### src/rtl/mpi_pkg.sv
package mpi_pkg;

    typedef struct packed {
        logic clear;
        logic advance;
    } color_ctl_t;

    localparam logic [7:0] COLOR_MOD  = 8'd255;
    localparam logic [7:0] RED_STEP   = 8'd5;
    localparam logic [7:0] GREEN_STEP = 8'd20;
    localparam logic [7:0] BLUE_STEP  = 8'd10;

    localparam int CFG_INDEX_BITS = 3;
    localparam int CFG_DATA_BITS  = 32;

    localparam logic [CFG_INDEX_BITS-1:0] CFG_X_ORIGIN = 3'd0;
    localparam logic [CFG_INDEX_BITS-1:0] CFG_Y_ORIGIN = 3'd1;
    localparam logic [CFG_INDEX_BITS-1:0] CFG_X_STEP   = 3'd2;
    localparam logic [CFG_INDEX_BITS-1:0] CFG_Y_STEP   = 3'd3;
    localparam logic [CFG_INDEX_BITS-1:0] CFG_MAX_ITER = 3'd4;

    function automatic logic [7:0] mod_add(input logic [7:0] acc, input logic [7:0] inc);
        logic [8:0] sum;
        sum = {1'b0, acc} + {1'b0, inc};
        if (sum >= {1'b0, COLOR_MOD})
        begin
            sum = sum - {1'b0, COLOR_MOD};
        end
        return sum[7:0];
    endfunction

endpackage

### src/rtl/mpi_color.sv
module mpi_color (
    input  logic               clk,
    input  logic               rst_n,
    input  mpi_pkg::color_ctl_t ctl,
    output logic [7:0]         red,
    output logic [7:0]         green,
    output logic [7:0]         blue
);

    logic [7:0] red_reg;
    logic [7:0] green_reg;
    logic [7:0] blue_reg;
    logic [7:0] red_next;
    logic [7:0] green_next;
    logic [7:0] blue_next;

    always_comb
    begin
        red_next   = red_reg;
        green_next = green_reg;
        blue_next  = blue_reg;
        if (ctl.clear)
        begin
            red_next   = '0;
            green_next = '0;
            blue_next  = '0;
        end
        else if (ctl.advance)
        begin
            red_next   = mpi_pkg::mod_add(red_reg, mpi_pkg::RED_STEP);
            green_next = mpi_pkg::mod_add(green_reg, mpi_pkg::GREEN_STEP);
            blue_next  = mpi_pkg::mod_add(blue_reg, mpi_pkg::BLUE_STEP);
        end
    end

    always_ff @(posedge clk or negedge rst_n)
    begin
        if (!rst_n)
        begin
            red_reg   <= '0;
            green_reg <= '0;
            blue_reg  <= '0;
        end
        else
        begin
            red_reg   <= red_next;
            green_reg <= green_next;
            blue_reg  <= blue_next;
        end
    end

    assign red   = red_reg;
    assign green = green_reg;
    assign blue  = blue_reg;

endmodule

### src/rtl/mandelbrot_pixel_iterator.sv
// channel  | handshake            | payload
// ---------+----------------------+---------------------------------------------
// input    | in_valid / in_stall  | column, row
// output   | out_valid / out_stall| out_column, out_row, iterations, red, green, blue
// config   | cfg_we               | cfg_index, cfg_data
//
// States: CR, CI, CZ, then MRR, MII, MRI, UPD per iteration; exit from MRR or MRI.
// A single shared multiplier forms zr*zr, zi*zi and zr*zi in turn, one per cycle.
// Reset loads the default view and clears all control state.
// in_stall is high while an item is in work; a stalled result holds in the
// output register and the next item may be accepted meanwhile.
module mandelbrot_pixel_iterator #(
    parameter int FRAC_BITS = 26,
    parameter int ITER_BITS = 16
) (
    input  logic                                clk,
    input  logic                                rst_n,
    input  logic                                in_valid,
    output logic                                in_stall,
    input  logic [10:0]                         column,
    input  logic [10:0]                         row,
    output logic                                out_valid,
    input  logic                                out_stall,
    output logic [10:0]                         out_column,
    output logic [10:0]                         out_row,
    output logic [15:0]                         iterations,
    output logic [7:0]                          red,
    output logic [7:0]                          green,
    output logic [7:0]                          blue,
    input  logic                                cfg_we,
    input  logic [mpi_pkg::CFG_INDEX_BITS-1:0]  cfg_index,
    input  logic [mpi_pkg::CFG_DATA_BITS-1:0]   cfg_data
);

    localparam int OW  = FRAC_BITS + 3;
    localparam int PW  = 2 * OW;
    localparam int ZW  = ((FRAC_BITS + 7 > 32) ? FRAC_BITS + 7 : 32) + 1;
    localparam int XW  = (PW + 1 > ZW) ? PW + 1 : ZW;

    localparam logic signed [ZW-1:0] FOUR  = ZW'(4) <<< FRAC_BITS;
    localparam logic signed [XW-1:0] LIMIT = XW'(1) <<< (2 * FRAC_BITS + 4);

    localparam logic [3:0] S_IDLE = 4'd0;
    localparam logic [3:0] S_CR   = 4'd1;
    localparam logic [3:0] S_CI   = 4'd2;
    localparam logic [3:0] S_CZ   = 4'd3;
    localparam logic [3:0] S_MRR  = 4'd4;
    localparam logic [3:0] S_MII  = 4'd5;
    localparam logic [3:0] S_MRI  = 4'd6;
    localparam logic [3:0] S_UPD  = 4'd7;
    localparam logic [3:0] S_DONE = 4'd8;

    function automatic logic signed [31:0] sat32(input logic signed [44:0] v);
        if (v > 45'sd2147483647)
        begin
            return 32'sh7FFFFFFF;
        end
        else if (v < -45'sd2147483648)
        begin
            return 32'sh80000000;
        end
        return v[31:0];
    endfunction

    logic [3:0]               state_reg;
    logic [3:0]               state_next;

    logic signed [31:0]       x_origin_reg;
    logic signed [31:0]       y_origin_reg;
    logic signed [31:0]       x_step_reg;
    logic signed [31:0]       y_step_reg;
    logic [15:0]              max_iter_reg;

    logic [10:0]              col_reg;
    logic [10:0]              row_reg;
    logic signed [43:0]       map_reg;
    logic signed [31:0]       cr_reg;
    logic signed [31:0]       ci_reg;
    logic signed [ZW-1:0]     zr_reg;
    logic signed [ZW-1:0]     zi_reg;
    logic signed [PW-1:0]     rr_reg;
    logic signed [PW-1:0]     ii_reg;
    logic signed [PW-1:0]     ri_reg;
    logic [ITER_BITS-1:0]     n_reg;

    logic                     out_valid_reg;
    logic [10:0]              out_column_reg;
    logic [10:0]              out_row_reg;
    logic [15:0]              iterations_reg;
    logic [7:0]               red_reg;
    logic [7:0]               green_reg;
    logic [7:0]               blue_reg;

    logic signed [11:0]       map_idx;
    logic signed [31:0]       map_step;
    logic signed [43:0]       map_prod;
    logic signed [44:0]       map_sum;
    logic signed [31:0]       map_origin;
    logic signed [OW-1:0]     mul_a;
    logic signed [OW-1:0]     mul_b;
    logic signed [PW-1:0]     mul_prod;
    logic signed [XW-1:0]     sq_sum;
    logic signed [XW-1:0]     diff_x;
    logic signed [XW-1:0]     twori_x;
    logic [ITER_BITS-1:0]     lim;
    logic                     big;
    logic                     escaped;
    logic                     out_load;
    logic                     accept;
    mpi_pkg::color_ctl_t      color_ctl;
    logic [7:0]               color_red;
    logic [7:0]               color_green;
    logic [7:0]               color_blue;

    assign in_stall = (state_reg != S_IDLE);
    assign accept   = in_valid && !in_stall;
    assign lim      = ITER_BITS'(max_iter_reg);

    assign map_idx    = (state_reg == S_CR) ? $signed({1'b0, col_reg}) : $signed({1'b0, row_reg});
    assign map_step   = (state_reg == S_CR) ? x_step_reg : y_step_reg;
    assign map_prod   = 44'(map_idx) * 44'(map_step);
    assign map_origin = (state_reg == S_CI) ? x_origin_reg : y_origin_reg;
    assign map_sum    = 45'(map_origin) + 45'(map_reg);

    always_comb
    begin
        mul_a = zr_reg[OW-1:0];
        mul_b = zr_reg[OW-1:0];
        case (state_reg)
            S_MII:
            begin
                mul_a = zi_reg[OW-1:0];
                mul_b = zi_reg[OW-1:0];
            end
            S_MRI:
            begin
                mul_b = zi_reg[OW-1:0];
            end
            default:
            begin
                mul_b = zr_reg[OW-1:0];
            end
        endcase
    end

    assign mul_prod = PW'(mul_a) * PW'(mul_b);

    assign big     = (zr_reg >= FOUR) || (zr_reg <= -FOUR) ||
                     (zi_reg >= FOUR) || (zi_reg <= -FOUR);
    assign sq_sum  = XW'(rr_reg) + XW'(ii_reg);
    assign escaped = (sq_sum >= LIMIT);
    assign diff_x  = XW'(rr_reg) - XW'(ii_reg);
    assign twori_x = XW'(ri_reg) <<< 1;

    assign out_load = (state_reg == S_DONE) && (!out_valid_reg || !out_stall);

    always_comb
    begin
        state_next = state_reg;
        case (state_reg)
            S_IDLE:
            begin
                if (accept)
                begin
                    state_next = S_CR;
                end
            end
            S_CR:   state_next = S_CI;
            S_CI:   state_next = S_CZ;
            S_CZ:   state_next = S_MRR;
            S_MRR:
            begin
                if ((n_reg >= lim) || big)
                begin
                    state_next = S_DONE;
                end
                else
                begin
                    state_next = S_MII;
                end
            end
            S_MII:  state_next = S_MRI;
            S_MRI:  state_next = escaped ? S_DONE : S_UPD;
            S_UPD:  state_next = S_MRR;
            S_DONE:
            begin
                if (out_load)
                begin
                    state_next = S_IDLE;
                end
            end
            default: state_next = S_IDLE;
        endcase
    end

    assign color_ctl.clear   = (state_reg == S_CZ);
    assign color_ctl.advance = (state_reg == S_UPD);

    mpi_color u_color (
        .clk   (clk),
        .rst_n (rst_n),
        .ctl   (color_ctl),
        .red   (color_red),
        .green (color_green),
        .blue  (color_blue)
    );

    always_ff @(posedge clk or negedge rst_n)
    begin
        if (!rst_n)
        begin
            state_reg     <= S_IDLE;
            out_valid_reg <= 1'b0;
            x_origin_reg  <= -32'sd100663296;
            y_origin_reg  <= -32'sd67108864;
            x_step_reg    <= 32'sd209715;
            y_step_reg    <= 32'sd279620;
            max_iter_reg  <= 16'd500;
        end
        else
        begin
            state_reg <= state_next;
            if (out_load)
            begin
                out_valid_reg <= 1'b1;
            end
            else if (!out_stall)
            begin
                out_valid_reg <= 1'b0;
            end
            if (cfg_we)
            begin
                case (cfg_index)
                    mpi_pkg::CFG_X_ORIGIN: x_origin_reg <= $signed(cfg_data);
                    mpi_pkg::CFG_Y_ORIGIN: y_origin_reg <= $signed(cfg_data);
                    mpi_pkg::CFG_X_STEP:   x_step_reg   <= $signed(cfg_data);
                    mpi_pkg::CFG_Y_STEP:   y_step_reg   <= $signed(cfg_data);
                    mpi_pkg::CFG_MAX_ITER: max_iter_reg <= cfg_data[15:0];
                    default:               max_iter_reg <= max_iter_reg;
                endcase
            end
        end
    end

    always_ff @(posedge clk)
    begin
        if (accept)
        begin
            col_reg <= column;
            row_reg <= row;
        end
        case (state_reg)
            S_CR:
            begin
                map_reg <= map_prod;
            end
            S_CI:
            begin
                cr_reg  <= sat32(map_sum);
                map_reg <= map_prod;
            end
            S_CZ:
            begin
                ci_reg <= sat32(map_sum);
                zr_reg <= '0;
                zi_reg <= '0;
                n_reg  <= '0;
            end
            S_MRR:  rr_reg <= mul_prod;
            S_MII:  ii_reg <= mul_prod;
            S_MRI:  ri_reg <= mul_prod;
            S_UPD:
            begin
                zr_reg <= ZW'(diff_x >>> FRAC_BITS) + ZW'(cr_reg);
                zi_reg <= ZW'(twori_x >>> FRAC_BITS) + ZW'(ci_reg);
                n_reg  <= n_reg + ITER_BITS'(1);
            end
            default:
            begin
                n_reg <= n_reg;
            end
        endcase
        if (out_load)
        begin
            out_column_reg <= col_reg;
            out_row_reg    <= row_reg;
            iterations_reg <= 16'(n_reg);
            red_reg        <= color_red;
            green_reg      <= color_green;
            blue_reg       <= color_blue;
        end
    end

    assign out_valid  = out_valid_reg;
    assign out_column = out_column_reg;
    assign out_row    = out_row_reg;
    assign iterations = iterations_reg;
    assign red        = red_reg;
    assign green      = green_reg;
    assign blue       = blue_reg;

endmodule
### config.mk
export PLATFORM = sky130hd
export DESIGN_NAME = mandelbrot_pixel_iterator
export DESIGN_NICKNAME = d
export VERILOG_FILES = /design/src/rtl/mpi_pkg.sv /design/src/rtl/mpi_color.sv /design/src/rtl/mandelbrot_pixel_iterator.sv
export SDC_FILE = /design/constraint.sdc
export NUM_CORES = 2
export LEC_CHECK = 0
export BUFFER_PORTS_ARGS = -buffer_cell sky130_fd_sc_hd__buf_2
export CAP_MARGIN = 25
export CELL_PAD_IN_SITES_DETAIL_PLACEMENT = 1
export CELL_PAD_IN_SITES_GLOBAL_PLACEMENT = 1
export CORE_ASPECT_RATIO = 1.1
export CORE_MARGIN = 1.5
export CORE_UTILIZATION = 40
export CTS_BUF_LIST = sky130_fd_sc_hd__clkbuf_4 sky130_fd_sc_hd__clkbuf_8
export CTS_CLUSTER_SIZE = 20
export DETAILED_ROUTE_END_ITERATION = 7
export GPL_TIMING_DRIVEN = 0
export PLACE_DENSITY = 0.67
export RECOVER_POWER = 100
export SLEW_MARGIN = 0
export SYNTH_ARGS = -nofsm -noshare
export SYNTH_HDL_FRONTEND = slang
export SYNTH_SLANG_ARGS = --single-unit
### constraint.sdc
create_clock -name clk -period 14.6 [get_ports clk]
set_input_delay 1.46 -clock clk [delete_from_list [all_inputs] [get_ports clk]]
set_output_delay 1.46 -clock clk [all_outputs]
set_load 0.1 [all_outputs]
==> results.md <==
- In this run the worst path has a maximum fanout of 10.
- The pre-antenna-repair detailed-routing pass consisted of 5 iterations.
- The largest net degree at the start of global routing is 112.
- The global placer's final weighted congestion is ~0.99.
- After synthesis, the largest family of logic cells by area is adder cells.
- The path class of the tightest hold or removal check is register to register.
- The compound-cell area share of the yosys netlist is 0.07761.
- The initial utilization of the core area, before any placement, comes to 0.4042.
- The gate count after technology mapping is about 7,500.
- For this run, the top clock speed supported by timing is ~70 MHz.
- The site row count is around 170.
- The via count of the first global-routing pass came to roughly 62,000.
- The number of synthesized register bits is between 500 and 600.
- Once detailed placement completed, the half-perimeter wirelength came to 222,900 um.
- The width of the die is about 410 um.
- In this design, the stage delay of the slowest critical-path cell is ~1000 ps.
- The number of nets in the synthesized netlist is roughly 9,300.
- The initial antenna violation count came to 7.
- The flow ran to the end, but the final reports show violations.
- The clock buffer count from CTS is 94.
- For the worst-skew pair, the clock arrives at the later sink with an insertion delay of between 800 and 900 ps.
- At the worst endpoint, the required time is ~15,000 ps.
- Clock tree synthesis selected as its root buffer the cell sky130_fd_sc_hd__clkbuf_8.
- The multiplexer share of the synthesized area is 0.05131.
- The synthesis-to-finish area growth is 8.791%.
- Setup slack closes at roughly 730 ps.
- The number of cells on the worst reg-to-reg path is 35.
- The critical path class is register to register.
- For the final database, setup skew stands at 122.4 ps.
- The tool flagged a number of max-cap violations equal to 8.
- Yosys mapped the design onto 89 distinct sky130hd cell types.
- Buffers added to address setup during post-CTS repair amount to 0.
- The total track usage is 0.2772.
- The share of the clock period used by the worst path is 0.9499.
- Setup repair after global routing left no endpoint under its margin.
- The area fraction in and, or, nand and nor cells after synthesis is 0.1181.
- The synthesized netlist occupies a cell area of between 70,000 and 80,000 um^2.
- Yosys mapped a number of flops with a built-in enable equal to 425.
- The worst path in the final design needs a cycle of approximately 14,000 ps, including I/O delays and setup.
- The total vias in the final route is ~55,000.
- The pin slew with the least headroom to its limit is 6335 ps.
- The reg-to-reg setup timing slack is between 700 and 800 ps.
- The global-route wire length before repair is just under 400,000 um.
- For this run, the number of Yosys warnings is 0.
- The commonest register cell after synthesis is sky130_fd_sc_hd__edfxtp_1.
- Of the cells placed in the final design, the portion with a size suffix greater than 1 is 0.07931.
- Setup violations remaining at the end of the flow were counted as 0.
- The checks that failed: capacitance limit, slew limit.
- Timing analysis after detailed placement gives a worst setup slack of 1098 ps.
- The worst-path cell with the longest stage delay is sky130_fd_sc_hd__mux2i_1.
- The share of the Yosys chip area taken by registers is 0.2299.
- After detailed routing, the number of remaining DRC violations is 0.
- After global routing the overflow that remains totals 0.
- The net total in the final layout is 9,578.
- The relative slew slack is -3.223.
- The overall die area is around 190,000 um^2.
- The TritonCTS clock tree is built.
- In the final routed layout, each cell accounts on average for roughly 25 um.
- The post-detailed-routing wire length is about 260,000 um.
- The worst setup path is launched from a register.
- The endpoint identified for the worst register-to-register timing path is rr_reg[56].
- The antenna violation net count after detailed routing is 0.
- The critical path's most frequent cell is sky130_fd_sc_hd__fa_1.
- The number of gates resized after CTS was 0.
- The worst setup path is captured at a register.
- For this run, asynchronously set or reset flops after synthesis account for 0.2893.
- The number of endpoints with negative hold slack in the final report is 0.
- In this run, post-CTS hold repair placed 0 buffers.
- Pin placement for this block handled ~130 I/O pins.
- After the first detailed-routing iteration, the DRC count stood at 2,964.
- The number of max-slew violations in the final report is between 300 and 400.
- Of the total synthesized cell area, the portion taken by XOR and XNOR cells is 0.02833.
- The post-synthesis share of cell area spent on full adders, half adders and majority gates is 0.4115.
- The area of the core is roughly 180,000 um^2.
- The clock slew at the register clock pins of the worst setup and hold paths is approximately 70 ps.
- The startpoint of the worst-slack reg-to-reg timing path is state_reg[2].
- Dividing the detail-routed via count by the number of cells gives between 5 and 6.
- The most critical setup path has its endpoint at rr_reg[56].
- After synthesis, the mean cell area works out to between 9 and 10 um^2.
- The die is roughly 460 um tall.
- The number of port buffers is about 130.
- The launching element of the worst setup path is state_reg[2].
- The H-tree was split into 3 levels.
- The tree built by TritonCTS fans out to 598 sinks.
- The critical path arrival is between 10,000 and 15,000 ps.
- No sink is reached through more buffers than the 3 on the longest clock path.
- The number of fill cells is between 20,000 and 25,000.
[logic make-up after synthesis]
group,Yosys count
mux,351
buf+inv,1646
simple gates,2062
flops,598
compound gates,855
fa+ha+maj,1725
xor+xnor,241
[cells in the mapped netlist, drive strengths merged (86+ instances only)]
master | instances | area share
o21ai | 169 | 0.011
nor2 | 900 | 0.045
a21oi | 258 | 0.017
clkbuf | 222 | 0.011
fa | 1210 | 0.33
edfxtp | 425 | 0.17
ha | 515 | 0.086
inv | 1404 | 0.071
xor2 | 86 | 0.010
mux2 | 248 | 0.037
nand2 | 723 | 0.036
a21o | 113 | 0.011
dfrtp | 140 | 0.047
mux2i | 103 | 0.014
xnor2 | 155 | 0.018
[layout by cell type (no fill, tap or decap), drive strengths merged, types with 11 or more instances in the layout]
| cell type | n |
|---|---|
| inv | 1407 |
| fa | 1210 |
| nor2 | 900 |
| nand2 | 723 |
| ha | 515 |
| clkbuf | 451 |
| edfxtp | 425 |
| a21oi | 258 |
| mux2 | 248 |
| o21ai | 169 |
| xnor2 | 155 |
| dfrtp | 140 |
| buf | 135 |
| a21o | 113 |
| mux2i | 103 |
| xor2 | 86 |
| nand2b | 69 |
| nor3 | 62 |
| nand3 | 52 |
| o21bai | 50 |
| nor2b | 40 |
| nand4 | 36 |
| and3 | 34 |
| o221ai | 34 |
| dfstp | 33 |
| clkinv | 31 |
| nor4 | 28 |
| and2 | 27 |
| o21a | 26 |
| or2 | 26 |
| a31oi | 25 |
| o211ai | 22 |
| o31ai | 20 |
| a211oi | 17 |
| or3 | 15 |
| or4 | 15 |
| and4 | 13 |
| o22ai | 11 |
| nor3b | 11 |
[metal layers]
metal	global-route usage	vias to the layer above	share of wire
li1	-	24410	-
met1	0.3261	28870	0.39
met2	0.4953	1359	0.51
met3	0.03082	522	0.042
met4	0.1466	6	0.062
met5	0	-	0.00019
[worst max-delay path: cells and delay by family, from the launching register on]
kind,cells,cell delay [ps]
buf+inv,10,3730
mux,1,1030
xor+xnor,1,540
compound gates,7,1920
flops,1,330
fa+ha+maj,9,3990
simple gates,7,1980
[worst min path at each step]
stage,startpoint,end,depth (start not counted),slack [ps]
3_5_place_dp,col_reg[10],out_column[10],0,440
4_1_cts,row_reg[10],out_row[10],0,450
5_1_grt,col_reg[10],out_column[10],0,460
2_1_floorplan,row_reg[10],out_row[10],0,430
3_3_place_gp,col_reg[8],out_column[8],0,430
6_report,col_reg[10],out_column[10],0,450
[final cells by class]
| class | count | area, um^2 | area share |
|---|---|---|---|
| inverter | 1406 | 5279 | 0.06511 |
| sequential | 598 | 17130 | 0.2113 |
| clock buffer | 129 | 1575 | 0.01943 |
| antenna | 5 | 12.51 | 0.0001543 |
| timing repair buffer | 217 | 1516 | 0.01871 |
| buffer | 240 | 904.6 | 0.01116 |
| clock inverter | 44 | 593.1 | 0.007315 |
| tap | 2421 | 3029 | 0.03736 |
| multi-input combinational | 5234 | 51030 | 0.6294 |
[stage by stage]
stage | cell area (um^2) | util | hold slack (ps) | setup TNS [ps] | instances
2_1_floorplan | 74520 | - | 425.7 | 0 | 7478
3_3_place_gp | 78170 | 0.4240 | 431.8 | -58810 | 10020
3_5_place_dp | 79510 | 0.4313 | 438.7 | 0 | 10110
4_1_cts | 81680 | 0.4430 | 452.3 | 0 | 10290
5_1_grt | 81060 | 0.4397 | 464.0 | 0 | 10290
6_report | 81070 | 0.4397 | 450.2 | 0 | 10290
Power is not shown: default switching activity piles up to over one toggle a cycle in this logic, so the estimate is an artifact.
